[src/rtl/rcg_pkg.sv]
package rcg_pkg;

  // channel width and the widths that follow from it
  localparam int unsigned CHANNEL_BITS = 16;
  localparam int unsigned NUM_STAGES   = 7;

  localparam int unsigned CW  = CHANNEL_BITS + 4;   // gained channel, luma
  localparam int unsigned SQW = CHANNEL_BITS + 8;   // squared weights
  localparam int unsigned AMW = CHANNEL_BITS + 13;  // tint amount
  localparam int unsigned ADW = CHANNEL_BITS + 11;  // per-channel tint term
  localparam int unsigned CHW = CHANNEL_BITS + 13;  // tinted channel
  localparam int unsigned TQW = 21;                 // tint times strength, signed q9.12
  localparam int unsigned TW  = CHANNEL_BITS + 8;   // theme offset, channel scale
  localparam int unsigned VW  = CHANNEL_BITS + 21;  // blended channel

  localparam int unsigned T_UP = (CHANNEL_BITS >= 12) ? CHANNEL_BITS - 12 : 0;
  localparam int unsigned T_DN = (CHANNEL_BITS >= 12) ? 0 : 12 - CHANNEL_BITS;

  // q0.16 constants
  localparam int unsigned W_RED       = 19595;
  localparam int unsigned W_GREEN     = 38470;
  localparam int unsigned W_BLUE      = 7471;
  localparam int unsigned K_TENTH     = 6554;
  localparam int unsigned K_TWENTIETH = 3277;
  localparam int unsigned K_FIFTIETH  = 1311;

  // register file
  localparam int unsigned ADDR_W = 6;
  localparam int unsigned DATA_W = 64;

  typedef enum logic [2:0] {
    REG_GAIN_RED    = 3'd0,
    REG_GAIN_GREEN  = 3'd1,
    REG_GAIN_BLUE   = 3'd2,
    REG_SHADOW_WARM = 3'd3,
    REG_HILITE_COOL = 3'd4,
    REG_VIBRANCY    = 3'd5,
    REG_STRENGTH    = 3'd6,
    REG_THEME_TINT  = 3'd7
  } reg_idx_e;

  localparam logic [15:0] GAIN_RESET = 16'd4096;
  localparam logic [15:0] VIB_RESET  = 16'd4096;

  typedef struct packed {
    logic [15:0] filter_gain_red;
    logic [15:0] filter_gain_green;
    logic [15:0] filter_gain_blue;
    logic [15:0] shadow_warmth;
    logic [15:0] highlight_cool;
    logic [15:0] vibrancy;
    logic [15:0] style_strength;
    logic [47:0] theme_tint;
  } cfg_t;

  localparam cfg_t CFG_RESET = '{
    filter_gain_red:   GAIN_RESET,
    filter_gain_green: GAIN_RESET,
    filter_gain_blue:  GAIN_RESET,
    shadow_warmth:     16'h0000,
    highlight_cool:    16'h0000,
    vibrancy:          VIB_RESET,
    style_strength:    16'h0000,
    theme_tint:        48'h0
  };

  typedef struct packed {
    logic [CHANNEL_BITS-1:0] in_red;
    logic [CHANNEL_BITS-1:0] in_green;
    logic [CHANNEL_BITS-1:0] in_blue;
  } pix_in_t;

  typedef struct packed {
    logic [CHANNEL_BITS-1:0] out_red;
    logic [CHANNEL_BITS-1:0] out_green;
    logic [CHANNEL_BITS-1:0] out_blue;
  } pix_out_t;

  typedef struct packed {
    logic [NUM_STAGES-1:0] en;   // stage may load this cycle
    logic [NUM_STAGES-1:0] vld;  // stage holds a request
  } pipe_ctrl_t;

endpackage

[src/rtl/rcg_ctrl.sv]
module rcg_ctrl
  import rcg_pkg::*;
(
  input  logic       clk_i,
  input  logic       rst_ni,
  input  logic       in_valid_i,
  output logic       in_ready_o,
  output logic       out_valid_o,
  input  logic       out_ready_i,
  output pipe_ctrl_t ctl_o
);

  logic [NUM_STAGES-1:0] vld_q, vld_d;
  logic [NUM_STAGES-1:0] en;

  // a stage may load when it is empty or its content moves on
  always_comb begin
    en[NUM_STAGES-1] = !vld_q[NUM_STAGES-1] || out_ready_i;
    for (int k = NUM_STAGES - 2; k >= 0; k--) begin
      en[k] = !vld_q[k] || en[k+1];
    end
  end

  always_comb begin
    vld_d = vld_q;
    if (en[0]) begin
      vld_d[0] = in_valid_i;
    end
    for (int k = 1; k < NUM_STAGES; k++) begin
      if (en[k]) begin
        vld_d[k] = vld_q[k-1];
      end
    end
  end

  always_ff @(posedge clk_i or negedge rst_ni) begin
    if (!rst_ni) begin
      vld_q <= '0;
    end else begin
      vld_q <= vld_d;
    end
  end

  assign in_ready_o  = en[0];
  assign out_valid_o = vld_q[NUM_STAGES-1];
  assign ctl_o.en    = en;
  assign ctl_o.vld   = vld_q;

  a_ready_when_drained: assert property (@(posedge clk_i) disable iff (!rst_ni)
    !vld_q[NUM_STAGES-1] |-> in_ready_o)
    else $error("input stalled with an empty output stage");

  a_accept_fills_first: assert property (@(posedge clk_i) disable iff (!rst_ni)
    in_valid_i && in_ready_o |=> vld_q[0])
    else $error("accepted request missing from first stage");

  a_stalled_stage_holds: assert property (@(posedge clk_i) disable iff (!rst_ni)
    vld_q[2] && !en[2] |=> vld_q[2] && vld_q[NUM_STAGES-1])
    else $error("stalled stage lost its request");

endmodule

[config.mk]
export PLATFORM = sky130hd
export DESIGN_NAME = rcg_ctrl
export DESIGN_NICKNAME = d
export VERILOG_FILES = /design/src/rtl/rcg_pkg.sv /design/src/rtl/rcg_ctrl.sv
export SDC_FILE = /design/constraint.sdc
export NUM_CORES = 1
export LEC_CHECK = 0
export BUFFER_PORTS_ARGS = -buffer_cell sky130_fd_sc_hd__buf_2
export CAP_MARGIN = 5
export CORE_AREA = 2 2 39 41
export DETAILED_ROUTE_END_ITERATION = 8
export DIE_AREA = 0 0 41 43
export PLACE_DENSITY_LB_ADDON = 0.2
export SETUP_SLACK_MARGIN = 0.05
export SYNTH_ARGS = -nofsm -noshare
export SYNTH_HDL_FRONTEND = slang
export SYNTH_SLANG_ARGS = --single-unit
[constraint.sdc]
create_clock -name clk_i -period 1.3 [get_ports clk_i]
set_input_delay 0.195 -clock clk_i [delete_from_list [all_inputs] [get_ports clk_i]]
set_output_delay 0.195 -clock clk_i [all_outputs]
set_load 0.01 [all_outputs]
==> impl_summary.txt <==
----------------------------------------------------
[Setup path]
  Setup crit end kind ... primary output
  Critical setup path kind ... reg2out
  Buffer and inverter count on the worst path ... 1
  Critical path cell sequence ... and4b_2 -> nand4_1 -> buf_2
  Largest delay contributor family on the critical path ... simple AND/OR/NAND/NOR gates
  CP Data Required Time ... 1.11 ns
  Category of the worst setup path launch point ... flop
  Data arrival time of the worst path ... 1.15 ns
  Crit-path slowest cell ... dfrtp_1
  Crit-path max FO ... 5
  Critical Path Max Stage Delay ... 0.34 ns

[Floorplan]
  Initial Utilization ... 22.51%
  Std cell rows ... 14
  Placeable core region ... 0.001384 sq mm
  Die H ... 43 microns
  Count of pins on the block boundary ... 20
  Area of the die ... 0.001763 sq mm
  Horizontal die dimension ... 41 microns

[Place]
  Cell Count Post-Placement ... 61
  Number of input and output port buffers inserted ... 19
  Half-perimeter wire length after detailed placement ... 474 microns
  Post-place setup slack ... 0.06782 ns
  Routability congestion estimate ... 0.6520

[STA]
  Final period util ... 103.5%
  Smallest hold slack ... 0.1316 ns
  Worst-Margin Slew ... 0.1828 ns
  Time the worst path needs with I/O delays and setup ... 1.345 ns
  Number of setup violations in the final report ... 4
  Unrepaired setup endpoints after global routing ... yes
  Total count of max-transition violations in the final report ... 0
  Peak Freq ... 743.3 MHz
  Worst-case clock skew ... 0.001437 ns
  Slack of the critical path ... -0.04542 ns
  Final hold vios ... 0
  Worst slew slack as a fraction of its limit ... 87.81%

[Route]
  Met2 WL ... 405 microns
  1st-iter DRT viols ... 0
  Residual DRC ... 0
  Detailed Routing Iterations Pass 1 ... 1
  Ratio of routed vias to standard cells ... 4.457
  Residual antenna-violating net count after detailed routing ... 0
  Routed vias ... 312
  Wire length on met3 ... 30 microns
  Routed WL per cell ... 10.76 microns
  Routed metal-1 wirelength ... 316 microns
  Highest Signal Layer ... met3
  Wire length reported by the detailed router ... 753 microns

[Layout]
  Final Net Count ... 59
  Share of layout cells above drive strength 1 ... 57.41%
  Final core utilization ... 36.62%
  Flip-flop count of the largest register, all copies and words added ... 7
  Register with the highest flop count ... vld_q
  Area Overhead vs Synth ... 62.65%
  Count of placed standard cells in the final layout, fillers left out ... 70
  Largest registers ranked by flip-flop count ... vld_q x7
  Number of inserted diodes ... 0

[Synthesis]
  Predominant post-synthesis flop cell ... dfrtp_1
  Synthesized net count ... 31
  Most common library cells after synthesis ... dfrtp_1 (7), nand2b_1 (3), a21o_1 (2), buf_4 (2), nand2_1 (2)
  Mean Syn Cell Area ... 11.54 sq um
  Fraction of registers with async set/reset ... 100.0%
  Post-synthesis cell type with the largest combined area ... dfrtp_1
  Number of flops mapped to enable cells by yosys ... 0
  Most frequent cell after synthesis ... dfrtp_1
  Mapped Area ... 311.5 sq um
  Synthesized instance count ... 27
  Sequential share of the synthesized area ... 56.22%
  Fraction of post-synthesis cell area in the top cell type by area ... 56.22%
  Top cells by area in the synthesized netlist ... dfrtp_1 (56%), nand2b_1 (6.0%), a21o_1 (4.8%)
  Cell variety after synth ... 16
  Count of synthesis-stage warnings from yosys ... 0
  Number of synthesized register bits ... 7

[Clocking]
  Clock buffer count from CTS ... 3
  Clock latency on the worst-skew pair ... 0.25 ns
  TritonCTS clock tree ... done
  Clock-pin slew reported for the worst setup and hold paths after clock tree synthesis ... 0.05 ns
  Max Root-Sink Buffers ... 2
  Maximum level of the CTS H-tree ... 1
  Root Driver ... clkbuf_4
  # clock sinks ... 7

[Power and ir drop]
  Lkg Pwr ... 0.2423 nW
  Power density cells ... 1438 mW/mm^2
  Maximum vdd ir drop ... 507.5 uV

[Global route]
  Global routing usage summed across all routing layers ... 9.909%
  Largest net degree at the start of global routing ... 8
  Number of antenna violations at the first check in global routing ... 0
  Via count of the first global-routing pass ... 269
  Overflow left after global routing ... 0
  Wire length of the first global-routing pass ... 1124 microns

[Outcome]
  Violations in the final reports ... setup timing
  Outcome ... finished, violations left

[Job]
  # Max-Cap Violations ... 0

[Min path]
  Hold Path Class ... in2reg

----------------------------------------------------
-- cell type report --
class | count | area, sq um
multi-input cells | 16 | 121.4
clock buffers | 4 | 26.28
well taps | 16 | 20.02
inverters | 1 | 3.754
repair buffers | 26 | 160.2
fillers | 153 | 877.1
flip-flops and latches | 7 | 175.2
-- path summary, 6_finish.rpt --
path	startpoint	end	slack, ns	depth (start not counted)
min	in_valid_i	vld_q[0]	0.13	2
min in group asynchronous	rst_ni	vld_q[3]	0.31	2
max in group asynchronous	rst_ni	vld_q[6]	0.83	2
max	vld_q[5]	in_ready_o	-0.05	3
min reg2reg	vld_q[2]	vld_q[3]	0.48	1
max reg2reg	vld_q[5]	vld_q[4]	0.10	4
-- cell families after synthesis --
kind of cell,share of synthesized area (%)
compound gates,10.84
flops,56.23
buf+inv,11.24
simple gates,21.69
-- where the power goes --
group / internal [W] / total (W) / switching, W / leakage (nW)
registers: 0.000251 / 0.000276 / 0.0000249 / 0.0738
clock network: 0.000117 / 0.000196 / 0.0000792 / 0.0150
logic: 0.000132 / 0.000257 / 0.000125 / 0.154
-- through the flow --
| step | power [W] | TNS, ns | area, sq um |
|---|---|---|---|
| after floorplan | 0.0004106 | -0.01237 | 311.5 |
| after global placement | 0.0004952 | 0 | 417.9 |
| after detailed placement | 0.0004916 | 0 | 417.9 |
| after CTS | 0.0007337 | -0.1754 | 489.2 |
| after global routing | 0.0007827 | -0.4005 | 506.7 |
| final | 0.0007287 | -0.1002 | 506.7 |
-- metal layers --
layer | vias to the layer above | global-route usage [%]
li1 | 149 | -
met1 | 156 | 11.51
met2 | 7 | 14.06
met3 | 0 | 4.712
met4 | 0 | 6.000
met5 | - | 0
-- layout by cell type (no fill, tap or decap) --
master	instances
buf_2	18
dfrtp_1	7
buf_4	5
clkbuf_4	3
nand2_1	2
a21o_1	2
nand2b_1	2
buf_6	2
nand2b_4	1
nand3b_1	1
and4b_2	1
inv_1	1
and2_2	1
nand3_1	1
nand4_1	1
a41o_1	1
a31o_1	1
or2_1	1
clkbuf_1	1
and4b_1	1
dlygate4sd3_1	1
-- what timing repair did --
action,4_1_cts,5_1_grt
hold buffers,1,0
pin swaps,3,2
gates resized for setup,2,3
endpoints found under the setup margin,6,10
gates cloned,1,0
setup buffers,3,0
endpoints found under the hold margin,7,0
Power figures use the tool's default switching activity.
