<file path="src/rtl/rcg_pkg.sv">
package rcg_pkg;

  // channel width and the widths that follow from it
  localparam int unsigned CHANNEL_BITS = 16;
  localparam int unsigned NUM_STAGES   = 7;

  localparam int unsigned CW  = CHANNEL_BITS + 4;   // gained channel, luma
  localparam int unsigned SQW = CHANNEL_BITS + 8;   // squared weights
  localparam int unsigned AMW = CHANNEL_BITS + 13;  // tint amount
  localparam int unsigned ADW = CHANNEL_BITS + 11;  // per-channel tint term
  localparam int unsigned CHW = CHANNEL_BITS + 13;  // tinted channel
  localparam int unsigned TQW = 21;                 // tint times strength, signed q9.12
  localparam int unsigned TW  = CHANNEL_BITS + 8;   // theme offset, channel scale
  localparam int unsigned VW  = CHANNEL_BITS + 21;  // blended channel

  localparam int unsigned T_UP = (CHANNEL_BITS >= 12) ? CHANNEL_BITS - 12 : 0;
  localparam int unsigned T_DN = (CHANNEL_BITS >= 12) ? 0 : 12 - CHANNEL_BITS;

  // q0.16 constants
  localparam int unsigned W_RED       = 19595;
  localparam int unsigned W_GREEN     = 38470;
  localparam int unsigned W_BLUE      = 7471;
  localparam int unsigned K_TENTH     = 6554;
  localparam int unsigned K_TWENTIETH = 3277;
  localparam int unsigned K_FIFTIETH  = 1311;

  // register file
  localparam int unsigned ADDR_W = 6;
  localparam int unsigned DATA_W = 64;

  typedef enum logic [2:0] {
    REG_GAIN_RED    = 3'd0,
    REG_GAIN_GREEN  = 3'd1,
    REG_GAIN_BLUE   = 3'd2,
    REG_SHADOW_WARM = 3'd3,
    REG_HILITE_COOL = 3'd4,
    REG_VIBRANCY    = 3'd5,
    REG_STRENGTH    = 3'd6,
    REG_THEME_TINT  = 3'd7
  } reg_idx_e;

  localparam logic [15:0] GAIN_RESET = 16'd4096;
  localparam logic [15:0] VIB_RESET  = 16'd4096;

  typedef struct packed {
    logic [15:0] filter_gain_red;
    logic [15:0] filter_gain_green;
    logic [15:0] filter_gain_blue;
    logic [15:0] shadow_warmth;
    logic [15:0] highlight_cool;
    logic [15:0] vibrancy;
    logic [15:0] style_strength;
    logic [47:0] theme_tint;
  } cfg_t;

  localparam cfg_t CFG_RESET = '{
    filter_gain_red:   GAIN_RESET,
    filter_gain_green: GAIN_RESET,
    filter_gain_blue:  GAIN_RESET,
    shadow_warmth:     16'h0000,
    highlight_cool:    16'h0000,
    vibrancy:          VIB_RESET,
    style_strength:    16'h0000,
    theme_tint:        48'h0
  };

  typedef struct packed {
    logic [CHANNEL_BITS-1:0] in_red;
    logic [CHANNEL_BITS-1:0] in_green;
    logic [CHANNEL_BITS-1:0] in_blue;
  } pix_in_t;

  typedef struct packed {
    logic [CHANNEL_BITS-1:0] out_red;
    logic [CHANNEL_BITS-1:0] out_green;
    logic [CHANNEL_BITS-1:0] out_blue;
  } pix_out_t;

  typedef struct packed {
    logic [NUM_STAGES-1:0] en;   // stage may load this cycle
    logic [NUM_STAGES-1:0] vld;  // stage holds a request
  } pipe_ctrl_t;

endpackage

</file>
<file path="src/rtl/rcg_regs.sv">
module rcg_regs
  import rcg_pkg::*;
(
  input  logic              clk_i,
  input  logic              rst_ni,
  input  logic              psel,
  input  logic              penable,
  input  logic              pwrite,
  input  logic [ADDR_W-1:0] paddr,
  input  logic [DATA_W-1:0] pwdata,
  output logic [DATA_W-1:0] prdata,
  output logic              pready,
  output cfg_t              cfg_o
);

  cfg_t     cfg_q, cfg_d;
  reg_idx_e idx;
  logic     wr_en;

  assign idx    = reg_idx_e'(paddr[ADDR_W-1:3]);
  assign wr_en  = psel && penable && pwrite;
  assign pready = 1'b1;
  assign cfg_o  = cfg_q;

  always_comb begin
    cfg_d = cfg_q;
    if (wr_en) begin
      case (idx)
        REG_GAIN_RED:    cfg_d.filter_gain_red   = pwdata[15:0];
        REG_GAIN_GREEN:  cfg_d.filter_gain_green = pwdata[15:0];
        REG_GAIN_BLUE:   cfg_d.filter_gain_blue  = pwdata[15:0];
        REG_SHADOW_WARM: cfg_d.shadow_warmth     = pwdata[15:0];
        REG_HILITE_COOL: cfg_d.highlight_cool    = pwdata[15:0];
        REG_VIBRANCY:    cfg_d.vibrancy          = pwdata[15:0];
        REG_STRENGTH:    cfg_d.style_strength    = pwdata[15:0];
        REG_THEME_TINT:  cfg_d.theme_tint        = pwdata[47:0];
        default:         cfg_d = cfg_q;
      endcase
    end
  end

  always_comb begin
    case (idx)
      REG_GAIN_RED:    prdata = DATA_W'(cfg_q.filter_gain_red);
      REG_GAIN_GREEN:  prdata = DATA_W'(cfg_q.filter_gain_green);
      REG_GAIN_BLUE:   prdata = DATA_W'(cfg_q.filter_gain_blue);
      REG_SHADOW_WARM: prdata = DATA_W'(cfg_q.shadow_warmth);
      REG_HILITE_COOL: prdata = DATA_W'(cfg_q.highlight_cool);
      REG_VIBRANCY:    prdata = DATA_W'(cfg_q.vibrancy);
      REG_STRENGTH:    prdata = DATA_W'(cfg_q.style_strength);
      REG_THEME_TINT:  prdata = DATA_W'(cfg_q.theme_tint);
      default:         prdata = '0;
    endcase
  end

  always_ff @(posedge clk_i or negedge rst_ni) begin
    if (!rst_ni) begin
      cfg_q <= CFG_RESET;
    end else begin
      cfg_q <= cfg_d;
    end
  end

endmodule

</file>
<file path="config.mk">
export PLATFORM = sky130hd
export DESIGN_NAME = rcg_regs
export DESIGN_NICKNAME = d
export VERILOG_FILES = /design/src/rtl/rcg_pkg.sv /design/src/rtl/rcg_regs.sv
export SDC_FILE = /design/constraint.sdc
export NUM_CORES = 1
export LEC_CHECK = 0
export ABC_AREA = 1
export BUFFER_PORTS_ARGS = -buffer_cell sky130_fd_sc_hd__buf_2
export CELL_PAD_IN_SITES_DETAIL_PLACEMENT = 1
export CELL_PAD_IN_SITES_GLOBAL_PLACEMENT = 2
export CORE_MARGIN = 3
export CORE_UTILIZATION = 29
export CTS_CLUSTER_DIAMETER = 60
export DETAILED_ROUTE_END_ITERATION = 6
export HOLD_SLACK_MARGIN = 0.03
export PLACE_DENSITY = 0.94
export SYNTH_ARGS = -nofsm -noshare
export SYNTH_HDL_FRONTEND = slang
export SYNTH_SLANG_ARGS = --single-unit
</file>
<file path="constraint.sdc">
create_clock -name clk_i -period 1.5 [get_ports clk_i]
set_input_delay 0.075 -clock clk_i [delete_from_list [all_inputs] [get_ports clk_i]]
set_output_delay 0.075 -clock clk_i [all_outputs]
set_load 0.01 [all_outputs]
</file>
==> run_results.csv <==
group,metric,value,unit
cts,clockBufferDepth,2,
floorplanning,dieArea,28400,sq um
timing,post-route-min-period,1.54,ns
drt,wire_per_inst,19.5,um
yosys,synth-edff-count,0,
yosys,async_reset_ff_frac,1.00,
critical_path,cpMaxStageDelayCell,"dfrtp_1",
drt,vias_per_cell,4.93,
cts,clk_pin_slew,0.07,ns
cts,clock_latency,0.43,ns
timing,timing.final.ws_setup,-0.0389,ns
floorplanning,fp.dieH,168,um
critical_path,critPathRequiredTime,1.42,ns
timing,finalClockSkew,0,ns
global_route,antenna_found_initial,1,
critical_path,slowest_delay,0.40,ns
drt,dr_wl_met2,16.1,mm
yosys,synth_area_leader_cell,"dfrtp_1",
drt,drc_errors,0,
drt,drt_first_pass_iters,5,
yosys,ys_seq_elements,160,
critical_path,cp-end-kind,"output port",
drt,totalWireLength,32.0,mm
drt,wl_met1,12.7,mm
floorplanning,start_util,0.300,
cts,cts_sinks,160,
floorplanning,dieWidth,168,um
drt,drt-initial-drc-count,473,
cts,clockRootBuffer,"clkbuf_16",
yosys,netlist_instances,943,
floorplanning,core-area,25500,sq um
final_layout,num-nets-final,1376,
yosys,synth-seq-area-share,0.524,
final_layout,final_area,11300,sq um
global_route,grt_max_degree,53,
power_and_ir_drop,p_per_area,1310,nW/um^2
final_layout,areaGrowthSynthToFinish,48.1,%
global_route,grt_pass1_wl,48.5,mm
place,place_congestion,0.810,
critical_path,path_max_fanout,2,
global_route,grt.total_usage,0.221,
yosys,avgSynthCellArea,8.12,sq um
worst_hold_path,hp-class,"primary input to asynchronous set/reset pin",
outcome,outcome,"complete, but fails checks",
yosys,syn-cell-area,7660,sq um
floorplanning,rows,58,
critical_path,path_common_cell,"buf_6",
cts,htree_levels,4,
place,io_buffers,263,
global_route,first_global_vias,8338,
timing,whs,0.112,ns
timing,fmax,0.650,GHz
cts,numCtsBuffers,17,
place,dpl_cell_area,9530,sq um
outcome,violations,"negative setup slack",
yosys,yosys-top-cells-count,"nand2_1 (243), dfrtp_1 (156), nor2_1 (97), o21ai_0 (84), nand4_1 (80)",
critical_path,critPathKind,"flop to output port",
run,max_cap_violations,0,
power_and_ir_drop,ir_worst_vdd,0.565,mV
timing,rsz0062_at_grt,"true",
place,hpwlAfterDp,22.6,mm
timing,hold_viol,0,
critical_path,arrival,1.46,ns
final_layout,diodes,0,
drt,top_layer_used,"met5",
final_layout,layout-drive-gt1-share,0.356,
yosys,synthMostInstantiatedCell,"nand2_1",
critical_path,worstSetupStartpointType,"flop",
yosys,yosys.area.top_type_share,0.510,
timing,setup_viol,4,
final_layout,fin_util,0.444,
power_and_ir_drop,p_leak,6.11,nW
timing,post-route-period-util,1.03,
cts,cts_tree,"built",
critical_path,timing.critical_path.cells,"nand4_1, nand2_1, nor2_2, buf_6, nand3_4, buf_6",
yosys,ys_warn_count,0,
timing,maxSlewViolCount,0,
yosys,yosysUniqueCellTypes,27,
yosys,yosys-top-cells-area,"dfrtp_1 (51%), nand2_1 (12%), nand4_1 (6.5%)",
floorplanning,ioPinCount,300,
drt,vias,8103,
drt,wl_met3,2.28,mm
yosys,synth_ff_type,"dfrtp_1",
final_layout,largest_reg_flops,160,
drt,ant_nets,0,
global_route,grt_overflow_total,0,
==> routing by layer <==
metal  GRT usage  vias up
li1            -     3777
met1       0.264     3932
met2       0.391      338
met3      0.0567       54
met4      0.0658        2
met5           0        -
==> logic make-up after synthesis <==
logic type | Yosys count | share of synthesized area
other cells | 2 | 0.000981
buf+inv | 156 | 0.0943
compound gates | 128 | 0.0915
flops | 160 | 0.524
simple gates | 497 | 0.290
==> path summary, 6_finish.rpt <==
| path | startpoint | to | slack [ns] | cells past startpoint |
|---|---|---|---|---|
| max reg2reg | cfg_o[1] | cfg_o[1] | 0.61 | 4 |
| min in group clk_i | penable | cfg_o[31] | 0.23 | 5 |
| max | cfg_o[112] | prdata[0] | -0.04 | 6 |
| max in group asynchronous | rst_ni | cfg_o[124] | 0.73 | 3 |
| min | rst_ni | cfg_o[60] | 0.11 | 2 |
| min reg2reg | cfg_o[17] | cfg_o[17] | 0.50 | 2 |
==> final cells by class <==
class | instances | area, sq um
clock buffer | 23 | 478
clock inverter | 9 | 155
fill | 3060 | 14200
inverter | 69 | 264
multi-input combinational | 642 | 3170
sequential | 160 | 4010
tap | 330 | 413
timing repair buffer | 411 | 2850
==> critical path, delay by kind of cell, from the launching register on <==
kind / cells / cell delay [ns]
flops: 1 / 0.40
buf+inv: 2 / 0.25
simple gates: 4 / 0.39
==> through the flow <==
stage | total power, W | setup slack, ns | TNS (ns) | std cells
after floorplan | 0.00748 | 0.401 | 0 | 958
after global placement | 0.00929 | 0.0592 | 0 | 1507
after detailed placement | 0.00942 | 0.0508 | 0 | 1507
after CTS | 0.0146 | -0.0524 | -0.168 | 1614
after global routing | 0.0156 | -0.138 | -0.900 | 1644
final | 0.0148 | -0.0389 | -0.0930 | 1644
==> cells in the final DEF, fill, tap and decap left out, drive strengths merged <==
cell	synthesis	routed
dfrtp	156	156
nand4	80	80
dfstp	4	4
o21ai	112	112
dlygate4sd3	0	49
a21oi	16	16
buf	66	362
nor2	99	99
nor3	5	5
clkbuf	21	23
clkinv	0	4
bufinv	0	4
clkinvlp	0	1
conb	2	17
inv	69	69
nand3	68	68
nand2	245	245
==> power by group <==
part	internal [W]	switching (W)	leakage (nW)	total, W
combinational	0.00184	0.00236	3.78	0.00420
clock	0.00292	0.00183	0.307	0.00475
sequential	0.00518	0.000677	2.02	0.00586
total	0.00994	0.00487	6.11	0.0148
==> what timing repair did <==
| action | 4_1_cts | 5_1_grt |
|---|---|---|
| hold buffers | 49 | 0 |
| endpoints found under the hold margin | 206 | 0 |
| resized for setup | 36 | 34 |
| pin swaps | 20 | 22 |
| setup buffers | 26 | 30 |
| endpoints found under the setup margin | 14 | 48 |
| cloned | 0 | 0 |
(Power assumes the default switching activity.)
